## src/rtl/pcpd_pkg.sv

```systemverilog
package pcpd_pkg;

    localparam int MAX_DIM_DEF = 1024;

    localparam int COL_W       = 10;
    localparam int BYTE_W      = 8;
    localparam int ADDR_W      = 20;
    localparam int CFG_DIM_W   = 11;
    localparam int ORIGIN_W    = 12;
    localparam int COORD_W     = 12;
    localparam int CFG_IDX_W   = 2;
    localparam int CFG_DATA_W  = 12;
    localparam int QUEUE_DEPTH = 4;

    localparam logic [CFG_IDX_W-1:0] REG_DEST_WIDTH  = 2'd0;
    localparam logic [CFG_IDX_W-1:0] REG_DEST_HEIGHT = 2'd1;
    localparam logic [CFG_IDX_W-1:0] REG_ORIGIN_X    = 2'd2;
    localparam logic [CFG_IDX_W-1:0] REG_ORIGIN_Y    = 2'd3;

    localparam logic [CFG_DIM_W-1:0] DEST_WIDTH_RST  = 11'd320;
    localparam logic [CFG_DIM_W-1:0] DEST_HEIGHT_RST = 11'd200;

    localparam logic [BYTE_W-1:0] END_MARK = 8'hFF;

    typedef struct packed {
        logic               is_end;
        logic [COORD_W-1:0] x;
        logic [COORD_W-1:0] y;
        logic [BYTE_W-1:0]  value;
    } draw_op_t;

endpackage

```

## src/rtl/pcpd_in_if.sv

```systemverilog
interface pcpd_in_if
    import pcpd_pkg::*;
();
    logic              valid;
    logic              ready;
    logic [COL_W-1:0]  column_index;
    logic              column_start;
    logic [BYTE_W-1:0] post_byte;

    modport source (output valid, output column_index, output column_start,
                    output post_byte, input ready);
    modport sink   (input valid, input column_index, input column_start,
                    input post_byte, output ready);
endinterface

```

## src/rtl/pcpd_out_if.sv

```systemverilog
interface pcpd_out_if
    import pcpd_pkg::*;
();
    logic              valid;
    logic              ready;
    logic              is_column_end;
    logic [ADDR_W-1:0] pixel_address;
    logic [BYTE_W-1:0] pixel_value;

    modport source (output valid, output is_column_end, output pixel_address,
                    output pixel_value, input ready);
    modport sink   (input valid, input is_column_end, input pixel_address,
                    input pixel_value, output ready);
endinterface

```

## src/rtl/patch_column_post_drawer.sv

```systemverilog
// An accepted byte that yields a result goes into the queue, then into the output register.
// Throughput: one byte per cycle while the queue has room; the back stage's single row-times-width
// multiply drains one item per cycle while output is not stalled; a four-entry queue absorbs stalls.
// Reset: width 320, height 200, origins 0, parser expects a post top offset, queue and
// output register empty; no clearing pass.
module patch_column_post_drawer
    import pcpd_pkg::*;
#(
    parameter int MAX_DIM = MAX_DIM_DEF
)(
    input  logic                  clk,
    input  logic                  rst_n,
    pcpd_in_if.sink               byte_ch,
    pcpd_out_if.source            write_ch,
    input  logic                  cfg_wr_en,
    input  logic [CFG_IDX_W-1:0]  cfg_index,
    input  logic [CFG_DATA_W-1:0] cfg_data
);

    localparam int DW = $clog2(MAX_DIM + 1);
    localparam int CW = (DW > CFG_DIM_W) ? DW : CFG_DIM_W;

    logic [CFG_DIM_W-1:0]        dest_width_reg, dest_height_reg;
    logic signed [ORIGIN_W-1:0]  origin_x_reg, origin_y_reg;
    logic [CW-1:0]               width_ext, height_ext;
    logic [DW-1:0]               dim_w, dim_h;
    logic                        q_full, push, pop, head_valid;
    draw_op_t                    push_op, head_op;

    always_ff @(posedge clk or negedge rst_n)
    begin
        if (!rst_n)
        begin
            dest_width_reg  <= DEST_WIDTH_RST;
            dest_height_reg <= DEST_HEIGHT_RST;
            origin_x_reg    <= '0;
            origin_y_reg    <= '0;
        end
        else if (cfg_wr_en)
        begin
            unique case (cfg_index)
                REG_DEST_WIDTH:  dest_width_reg  <= cfg_data[CFG_DIM_W-1:0];
                REG_DEST_HEIGHT: dest_height_reg <= cfg_data[CFG_DIM_W-1:0];
                REG_ORIGIN_X:    origin_x_reg    <= $signed(cfg_data[ORIGIN_W-1:0]);
                REG_ORIGIN_Y:    origin_y_reg    <= $signed(cfg_data[ORIGIN_W-1:0]);
            endcase
        end
    end

    // clamp dimensions to the largest supported size
    assign width_ext  = CW'(dest_width_reg);
    assign height_ext = CW'(dest_height_reg);
    assign dim_w = (width_ext > CW'(MAX_DIM))  ? DW'(MAX_DIM) : DW'(width_ext);
    assign dim_h = (height_ext > CW'(MAX_DIM)) ? DW'(MAX_DIM) : DW'(height_ext);

    pcpd_front #(.MAX_DIM(MAX_DIM)) u_front (
        .clk      (clk),
        .rst_n    (rst_n),
        .byte_ch  (byte_ch),
        .dim_w    (dim_w),
        .dim_h    (dim_h),
        .origin_x (origin_x_reg),
        .origin_y (origin_y_reg),
        .q_full   (q_full),
        .push     (push),
        .push_op  (push_op)
    );

    pcpd_queue u_queue (
        .clk        (clk),
        .rst_n      (rst_n),
        .push       (push),
        .push_op    (push_op),
        .pop        (pop),
        .full       (q_full),
        .head_valid (head_valid),
        .head_op    (head_op)
    );

    pcpd_back #(.MAX_DIM(MAX_DIM)) u_back (
        .clk        (clk),
        .rst_n      (rst_n),
        .dim_w      (dim_w),
        .head_valid (head_valid),
        .head_op    (head_op),
        .pop        (pop),
        .write_ch   (write_ch)
    );

endmodule

```

## src/rtl/pcpd_front.sv

```systemverilog
module pcpd_front
    import pcpd_pkg::*;
#(
    parameter int MAX_DIM = MAX_DIM_DEF,
    localparam int DW = $clog2(MAX_DIM + 1)
)(
    input  logic                       clk,
    input  logic                       rst_n,
    pcpd_in_if.sink                    byte_ch,
    input  logic [DW-1:0]              dim_w,
    input  logic [DW-1:0]              dim_h,
    input  logic signed [ORIGIN_W-1:0] origin_x,
    input  logic signed [ORIGIN_W-1:0] origin_y,
    input  logic                       q_full,
    output logic                       push,
    output draw_op_t                   push_op
);

    localparam logic [2:0] PH_TOP  = 3'd0;
    localparam logic [2:0] PH_LEN  = 3'd1;
    localparam logic [2:0] PH_PAD1 = 3'd2;
    localparam logic [2:0] PH_PIX  = 3'd3;
    localparam logic [2:0] PH_PAD2 = 3'd4;

    localparam int SW   = ORIGIN_W + 1;
    localparam int CMPW = ((DW > SW) ? DW : SW) + 1;

    logic [2:0]        phase_reg, phase_next, phase_eff;
    logic [BYTE_W-1:0] top_reg, top_next;
    logic [BYTE_W-1:0] left_reg, left_next, left_dec;
    logic [BYTE_W-1:0] row_reg, row_next;
    logic              accept;
    logic [SW-1:0]     dx, dy;
    logic [CMPW-1:0]   dx_ext, dy_ext, w_ext, h_ext;
    logic              in_view;

    assign byte_ch.ready = !q_full;
    assign accept        = byte_ch.valid && byte_ch.ready;

    assign dx = {origin_x[ORIGIN_W-1], origin_x}
              + {{(SW-COL_W){1'b0}}, byte_ch.column_index};
    assign dy = {origin_y[ORIGIN_W-1], origin_y}
              + {{(SW-BYTE_W){1'b0}}, top_reg}
              + {{(SW-BYTE_W){1'b0}}, row_reg};

    assign dx_ext = {{(CMPW-SW){dx[SW-1]}}, dx};
    assign dy_ext = {{(CMPW-SW){dy[SW-1]}}, dy};
    assign w_ext  = {{(CMPW-DW){1'b0}}, dim_w};
    assign h_ext  = {{(CMPW-DW){1'b0}}, dim_h};

    assign in_view = !dx[SW-1] && ($signed(dx_ext) < $signed(w_ext))
                  && !dy[SW-1] && ($signed(dy_ext) < $signed(h_ext));

    assign phase_eff = byte_ch.column_start ? PH_TOP : phase_reg;
    assign left_dec  = left_reg - 8'd1;

    always_comb
    begin
        phase_next    = phase_reg;
        top_next      = top_reg;
        left_next     = left_reg;
        row_next      = row_reg;
        push          = 1'b0;
        push_op.is_end = 1'b0;
        push_op.x     = dx[COORD_W-1:0];
        push_op.y     = dy[COORD_W-1:0];
        push_op.value = byte_ch.post_byte;
        if (accept)
        begin
            phase_next = phase_eff;
            unique case (phase_eff)
                PH_TOP:
                begin
                    if (byte_ch.post_byte == END_MARK)
                    begin
                        push           = 1'b1;
                        push_op.is_end = 1'b1;
                    end
                    else
                    begin
                        top_next   = byte_ch.post_byte;
                        phase_next = PH_LEN;
                    end
                end
                PH_LEN:
                begin
                    left_next  = byte_ch.post_byte;
                    row_next   = '0;
                    phase_next = PH_PAD1;
                end
                PH_PAD1:
                begin
                    phase_next = (left_reg == '0) ? PH_PAD2 : PH_PIX;
                end
                PH_PIX:
                begin
                    push      = in_view;
                    row_next  = row_reg + 8'd1;
                    left_next = left_dec;
                    if (left_dec == '0)
                    begin
                        phase_next = PH_PAD2;
                    end
                end
                default:
                begin
                    phase_next = PH_TOP;
                end
            endcase
        end
    end

    always_ff @(posedge clk or negedge rst_n)
    begin
        if (!rst_n)
        begin
            phase_reg <= PH_TOP;
            top_reg   <= '0;
            left_reg  <= '0;
            row_reg   <= '0;
        end
        else
        begin
            phase_reg <= phase_next;
            top_reg   <= top_next;
            left_reg  <= left_next;
            row_reg   <= row_next;
        end
    end

endmodule

```

## src/rtl/pcpd_queue.sv

```systemverilog
module pcpd_queue
    import pcpd_pkg::*;
(
    input  logic     clk,
    input  logic     rst_n,
    input  logic     push,
    input  draw_op_t push_op,
    input  logic     pop,
    output logic     full,
    output logic     head_valid,
    output draw_op_t head_op
);

    localparam int PW = $clog2(QUEUE_DEPTH);
    localparam int CW = $clog2(QUEUE_DEPTH + 1);

    draw_op_t        mem_reg [QUEUE_DEPTH];
    logic [PW-1:0]   wr_ptr_reg, rd_ptr_reg;
    logic [CW-1:0]   count_reg, count_next;

    assign full       = (count_reg == CW'(QUEUE_DEPTH));
    assign head_valid = (count_reg != '0);
    assign head_op    = mem_reg[rd_ptr_reg];

    always_comb
    begin
        count_next = count_reg;
        if (push && !pop)
        begin
            count_next = count_reg + CW'(1);
        end
        else if (pop && !push)
        begin
            count_next = count_reg - CW'(1);
        end
    end

    always_ff @(posedge clk)
    begin
        if (push)
        begin
            mem_reg[wr_ptr_reg] <= push_op;
        end
    end

    always_ff @(posedge clk or negedge rst_n)
    begin
        if (!rst_n)
        begin
            wr_ptr_reg <= '0;
            rd_ptr_reg <= '0;
            count_reg  <= '0;
        end
        else
        begin
            if (push)
            begin
                wr_ptr_reg <= wr_ptr_reg + PW'(1);
            end
            if (pop)
            begin
                rd_ptr_reg <= rd_ptr_reg + PW'(1);
            end
            count_reg <= count_next;
        end
    end

    a_no_push_full: assert property (@(posedge clk) disable iff (!rst_n)
        push |-> !full)
        else $error("push into full queue");

    a_no_pop_empty: assert property (@(posedge clk) disable iff (!rst_n)
        pop |-> head_valid)
        else $error("pop from empty queue");

    a_count_track: assert property (@(posedge clk) disable iff (!rst_n)
        (push && !pop) |=> (count_reg == $past(count_reg) + CW'(1)))
        else $error("queue count lost a push");

endmodule

```

## src/rtl/pcpd_back.sv

```systemverilog
module pcpd_back
    import pcpd_pkg::*;
#(
    parameter int MAX_DIM = MAX_DIM_DEF,
    localparam int DW = $clog2(MAX_DIM + 1)
)(
    input  logic          clk,
    input  logic          rst_n,
    input  logic [DW-1:0] dim_w,
    input  logic          head_valid,
    input  draw_op_t      head_op,
    output logic          pop,
    pcpd_out_if.source    write_ch
);

    localparam int PRW = DW + COORD_W;
    localparam int AW  = ((PRW + 1) > ADDR_W) ? (PRW + 1) : ADDR_W;

    logic              valid_reg;
    logic              end_reg;
    logic [ADDR_W-1:0] addr_reg, addr_next;
    logic [BYTE_W-1:0] value_reg;
    logic [PRW-1:0]    product;
    logic [AW-1:0]     sum;

    assign pop = head_valid && (!valid_reg || write_ch.ready);

    assign product = PRW'(head_op.y) * PRW'(dim_w);
    assign sum     = AW'(product) + AW'(head_op.x);
    assign addr_next = head_op.is_end ? '0 : sum[ADDR_W-1:0];

    always_ff @(posedge clk or negedge rst_n)
    begin
        if (!rst_n)
        begin
            valid_reg <= 1'b0;
        end
        else if (pop)
        begin
            valid_reg <= 1'b1;
        end
        else if (write_ch.ready)
        begin
            valid_reg <= 1'b0;
        end
    end

    always_ff @(posedge clk)
    begin
        if (pop)
        begin
            end_reg   <= head_op.is_end;
            addr_reg  <= addr_next;
            value_reg <= head_op.is_end ? '0 : head_op.value;
        end
    end

    assign write_ch.valid         = valid_reg;
    assign write_ch.is_column_end = end_reg;
    assign write_ch.pixel_address = addr_reg;
    assign write_ch.pixel_value   = value_reg;

endmodule
```

## src/flat_wrapper.sv

```systemverilog
// flat-port wrapper written by rule: the top's interface ports become plain ports
module patch_column_post_drawer_flat import pcpd_pkg::*;
#(
    parameter int MAX_DIM = MAX_DIM_DEF
)
  (clk, rst_n, cfg_wr_en, cfg_index, cfg_data, byte_ch_valid, byte_ch_column_index, byte_ch_column_start, byte_ch_post_byte, byte_ch_ready, write_ch_valid, write_ch_is_column_end, write_ch_pixel_address, write_ch_pixel_value, write_ch_ready);
  pcpd_in_if byte_ch_i ();
  pcpd_out_if write_ch_i ();
  input  logic clk;
  input  logic rst_n;
  input  logic cfg_wr_en;
  input  logic [CFG_IDX_W-1:0] cfg_index;
  input  logic [CFG_DATA_W-1:0] cfg_data;
  input wire logic [$bits(byte_ch_i.valid)-1:0] byte_ch_valid;
  input wire logic [$bits(byte_ch_i.column_index)-1:0] byte_ch_column_index;
  input wire logic [$bits(byte_ch_i.column_start)-1:0] byte_ch_column_start;
  input wire logic [$bits(byte_ch_i.post_byte)-1:0] byte_ch_post_byte;
  output wire logic [$bits(byte_ch_i.ready)-1:0] byte_ch_ready;
  output wire logic [$bits(write_ch_i.valid)-1:0] write_ch_valid;
  output wire logic [$bits(write_ch_i.is_column_end)-1:0] write_ch_is_column_end;
  output wire logic [$bits(write_ch_i.pixel_address)-1:0] write_ch_pixel_address;
  output wire logic [$bits(write_ch_i.pixel_value)-1:0] write_ch_pixel_value;
  input wire logic [$bits(write_ch_i.ready)-1:0] write_ch_ready;
  assign byte_ch_i.valid = byte_ch_valid;
  assign byte_ch_i.column_index = byte_ch_column_index;
  assign byte_ch_i.column_start = byte_ch_column_start;
  assign byte_ch_i.post_byte = byte_ch_post_byte;
  assign byte_ch_ready = byte_ch_i.ready;
  assign write_ch_valid = write_ch_i.valid;
  assign write_ch_is_column_end = write_ch_i.is_column_end;
  assign write_ch_pixel_address = write_ch_i.pixel_address;
  assign write_ch_pixel_value = write_ch_i.pixel_value;
  assign write_ch_i.ready = write_ch_ready;
  patch_column_post_drawer #(.MAX_DIM(MAX_DIM)) u_core (.clk(clk), .rst_n(rst_n), .byte_ch(byte_ch_i), .write_ch(write_ch_i), .cfg_wr_en(cfg_wr_en), .cfg_index(cfg_index), .cfg_data(cfg_data));
endmodule
```

## config.mk

```make
export PLATFORM = sky130hd
export DESIGN_NAME = patch_column_post_drawer_flat
export DESIGN_NICKNAME = d
export VERILOG_FILES = /design/src/rtl/pcpd_pkg.sv /design/src/rtl/pcpd_in_if.sv /design/src/rtl/pcpd_out_if.sv /design/src/rtl/patch_column_post_drawer.sv /design/src/rtl/pcpd_front.sv /design/src/rtl/pcpd_queue.sv /design/src/rtl/pcpd_back.sv /design/src/flat_wrapper.sv
export SDC_FILE = /design/constraint.sdc
export NUM_CORES = 1
export LEC_CHECK = 0
export ABC_AREA = 1
export BUFFER_PORTS_ARGS = -buffer_cell sky130_fd_sc_hd__buf_2
export CORE_MARGIN = 8
export CORE_UTILIZATION = 30
export CTS_CLUSTER_DIAMETER = 150
export DETAILED_ROUTE_END_ITERATION = 16
export PLACE_DENSITY = 0.55
export SKIP_LAST_GASP = 1
export SYNTH_ARGS = -nofsm -noshare
export SYNTH_HDL_FRONTEND = slang
export SYNTH_SLANG_ARGS = --single-unit
```

## constraint.sdc

```tcl
create_clock -name clk -period 5.43 [get_ports clk]
set_clock_uncertainty 0.2 [all_clocks]
set_input_delay 0.2715 -clock clk [delete_from_list [all_inputs] [get_ports clk]]
set_output_delay 0.2715 -clock clk [all_outputs]
set_load 0.01 [all_outputs]
```

==> reports/results.md <==
• 0.857 — final RePlAce weighted congestion
• input pin to flip-flop — worst min path class
• finished, violations left — result of the run
• 11,800 — number of global-route vias before repair
• 27 — Num CTS Buffers
• 21.4% — share of cells above drive strength 1
• sky130_fd_sc_hd__nand2_1 — cell with the most instances after synthesis
• 570 ps — clock network latency to the later pin of the worst-skew pair
• sky130_fd_sc_hd__edfxtp_1 31%, sky130_fd_sc_hd__fa_1 14%, sky130_fd_sc_hd__dfrtp_1 12%, sky130_fd_sc_hd__nand2_1 8.4%, sky130_fd_sc_hd__ha_1 7.6% — cells taking the most area after synthesis
• 0 — remaining antenna violation count after routing
• 7 — final-report setup violation count
• 4,975 — Fillers
• 1 — antenna violations before repair
• 132 — Largest register FFs
• 83 — total number of placement rows
• 29,900 microns — HPWL after detailed placement
• 5550 ps — required time of the critical path
• 0 — gr ovfl total
• 63,400 microns — first-pass GRT wire length
• 17,500 sq um — placement-stage cell area
• 124 ps — hold slack
• 58,800 sq um — die area
• 242 — synthesis-stage register bit count
• 70 ps — Clock Pin Slew Worst Setup and Hold Paths
• flip-flop to flip-flop — worst setup path class
• 69 — total I/O pin count
• 5 — first-pass detailed-route iteration total
• 102% — share of the clock period used by the worst path after layout
• 346 x sky130_fd_sc_hd__nand2_1, 262 x sky130_fd_sc_hd__inv_1, 161 x sky130_fd_sc_hd__edfxtp_1, 120 x sky130_fd_sc_hd__nor2_1, 115 x sky130_fd_sc_hd__o21ai_0 — synth cell count leaders
• 30.2% — starting density of the core
• flip-flop — Setup crit start kind
• 2,059 — post-layout net count
• 68 — number of port buffers
• negative setup slack — violations in the final reports
• 2,431 — number of cells in the design after placement
• 3 — Max clock buf depth
• 25.5% — Area Growth Syn to Fin
• yes — setup repair after global routing missed its margin
• 2,519 — count of placed standard cells in the final layout, fillers left out
• flip-flop — CP endpoint kind
• -294 ps — Setup TNS
• 5510 ps — clock period minus final worst setup slack
• 82 — largest net degree at the start of global routing
• 29.2% — Relative slew margins
• 49 — Netlist cell types
• 39,400 microns — Detailed Route WL
• 9.67 sq um — per-instance average area after synthesis
• 1 — H-tree level count
• 728 — DRC marker count from the first detailed-route iteration
• -81.7 ps — post-route setup slack
• 6 — Worst Path Max Fanout
• 0 — count of warnings emitted by yosys
• 51,000 sq um — area of the placeable core
• 13.3% — global router's overall resource usage
• 31.4% — share of Yosys cell area claimed by the top area cell type
• 0 — Fin. Hold Viols
• sky130_fd_sc_hd__clkbuf_16 — root buffer cell
• 1,832 — Post-Synthesis Net Count
• 1060 ps — worst-margin pin slew
• 5630 ps — crit path DAT
• sky130_fd_sc_hd__edfxtp_1 — largest area contributor in the synthesized netlist
• 11,500 — total vias in the final route
• 242 microns — Die X
• 33.5% — proportion of register bits with asynchronous set or reset after synthesis
• 0 — reported max-cap violation count
• 242 microns — die span in y
• 15.6 microns — final routed wire length divided by cell count
• 161 — count of flip-flops with a built-in enable after synthesis
• 15,400 sq um — netlist area before placement
• 0 — Final Slew Violations
• 44.6% — Seq/Total Area, Yosys
• 4.57 — Via density
• 181 MHz — top achievable clock speed
• 1,591 — gate count after technology mapping
• 19,300 sq um — area of all placed cells without fillers
• sky130_fd_sc_hd__edfxtp_1 — top flip-flop cell by instance count after synthesis
• done — TritonCTS clock tree
• 0 — # DRC
• 0 — antenna fix cells
• 242 — Sinks on Clock Net
## cells by family after synthesis
group                    after synthesis  synth area share, %
AND/OR/NAND/NOR                      566                 15.3
buffers and inverters                304                 7.53
AO/OA/AOI/OAI                        245                 8.93
flip-flops                           242                 44.6
adder cells (fa/ha/maj)              203                 21.9
XOR/XNOR                              31                 1.76
## metal layers
| layer | vias to the layer above | track usage, % | wire length (microns) |
|---|---|---|---|
| met5 | - | 0 | 0 |
| met4 | 0 | 4.31 | 1130 |
| met3 | 68 | 1.81 | 1810 |
| met2 | 245 | 21.7 | 17900 |
| met1 | 5574 | 18.0 | 18600 |
| li1 | 5635 | - | - |
## placed cells by master (no fill, tap or decap), drive strengths merged, types with 59 or more instances in the layout
cell type,instances
o21ai,118
edfxtp,161
dfrtp,76
buf,210
fa,110
nand3,59
nand2,350
a21oi,80
nor2,128
inv,272
ha,93
## timing repair
action,CTS,global route
gates resized for setup,80,55
hold buffers,24,0
setup buffers,6,8
endpoints found under the hold margin,171,0
pin swaps,43,42
setup endpoints to repair,10,11
## per-stage QoR
step | util, % | worst slack, ps
final | 37.9 | -81.7
after global routing | 37.9 | -318
after floorplan | - | -10.3
after CTS | 37.3 | -47.0
after global placement | 34.3 | -233
after detailed placement | 34.3 | -309
## area by class of cell
| type | instances | area, sq um | share of cell area, % |
|---|---|---|---|
| Tap cell | 680 | 851 | 4.41 |
| Timing Repair Buffer | 234 | 1800 | 9.33 |
| Clock buffer | 30 | 729 | 3.78 |
| Sequential cell | 242 | 6870 | 35.6 |
| Multi-Input combinational cell | 1045 | 7800 | 40.4 |
| Inverter | 268 | 1030 | 5.32 |
| Clock inverter | 20 | 230 | 1.19 |
## worst max-delay path, cell delays in order, from the launching register on
cell and delay, ps:
sky130_fd_sc_hd__dfstp_2 530, sky130_fd_sc_hd__nor2_1 40, sky130_fd_sc_hd__nand3_1 70, sky130_fd_sc_hd__o21bai_1 70
sky130_fd_sc_hd__buf_6 140, sky130_fd_sc_hd__buf_12 130, sky130_fd_sc_hd__nand2_4 110, sky130_fd_sc_hd__buf_4 160
sky130_fd_sc_hd__nor2_1 50, sky130_fd_sc_hd__fa_1 500, sky130_fd_sc_hd__inv_1 60, sky130_fd_sc_hd__fa_1 510
sky130_fd_sc_hd__inv_1 70, sky130_fd_sc_hd__fa_1 510, sky130_fd_sc_hd__fa_1 520, sky130_fd_sc_hd__ha_1 320
sky130_fd_sc_hd__ha_1 370, sky130_fd_sc_hd__nand2_4 120, sky130_fd_sc_hd__nor2_2 50, sky130_fd_sc_hd__a211oi_2 180
sky130_fd_sc_hd__o211ai_1 170, sky130_fd_sc_hd__a21oi_2 190, sky130_fd_sc_hd__buf_4 130, sky130_fd_sc_hd__a21oi_1 50
## final timing paths
check	start	to	slack (ps)	cells after the start
worst max-delay path	u_core.dest_width_reg[8]$_DFFE_PN1P_	u_core.u_back.write_ch.pixel_address[17]$_SDFFCE_PP0P_	-80	23
worst min-delay path	byte_ch_column_index[0]	u_core.u_queue.mem_reg[0][20]$_DFFE_PP_	120	2
worst max register to register	u_core.dest_width_reg[8]$_DFFE_PN1P_	u_core.u_back.write_ch.pixel_address[17]$_SDFFCE_PP0P_	-80	23
worst min register to register	u_core.origin_x_reg[4]$_DFFE_PN0P_	u_core.origin_x_reg[4]$_DFFE_PN0P_	290	2
max in group asynchronous	rst_n	u_core.u_queue.rd_ptr_reg[0]$_DFFE_PN0P_	4070	2
min in group asynchronous	rst_n	u_core.u_front.phase_reg[2]$_DFFE_PN0P_	230	2
Power is left out: the tool's default activity adds up to more than one toggle a clock period on the data nets, which glitch-free logic cannot reach.
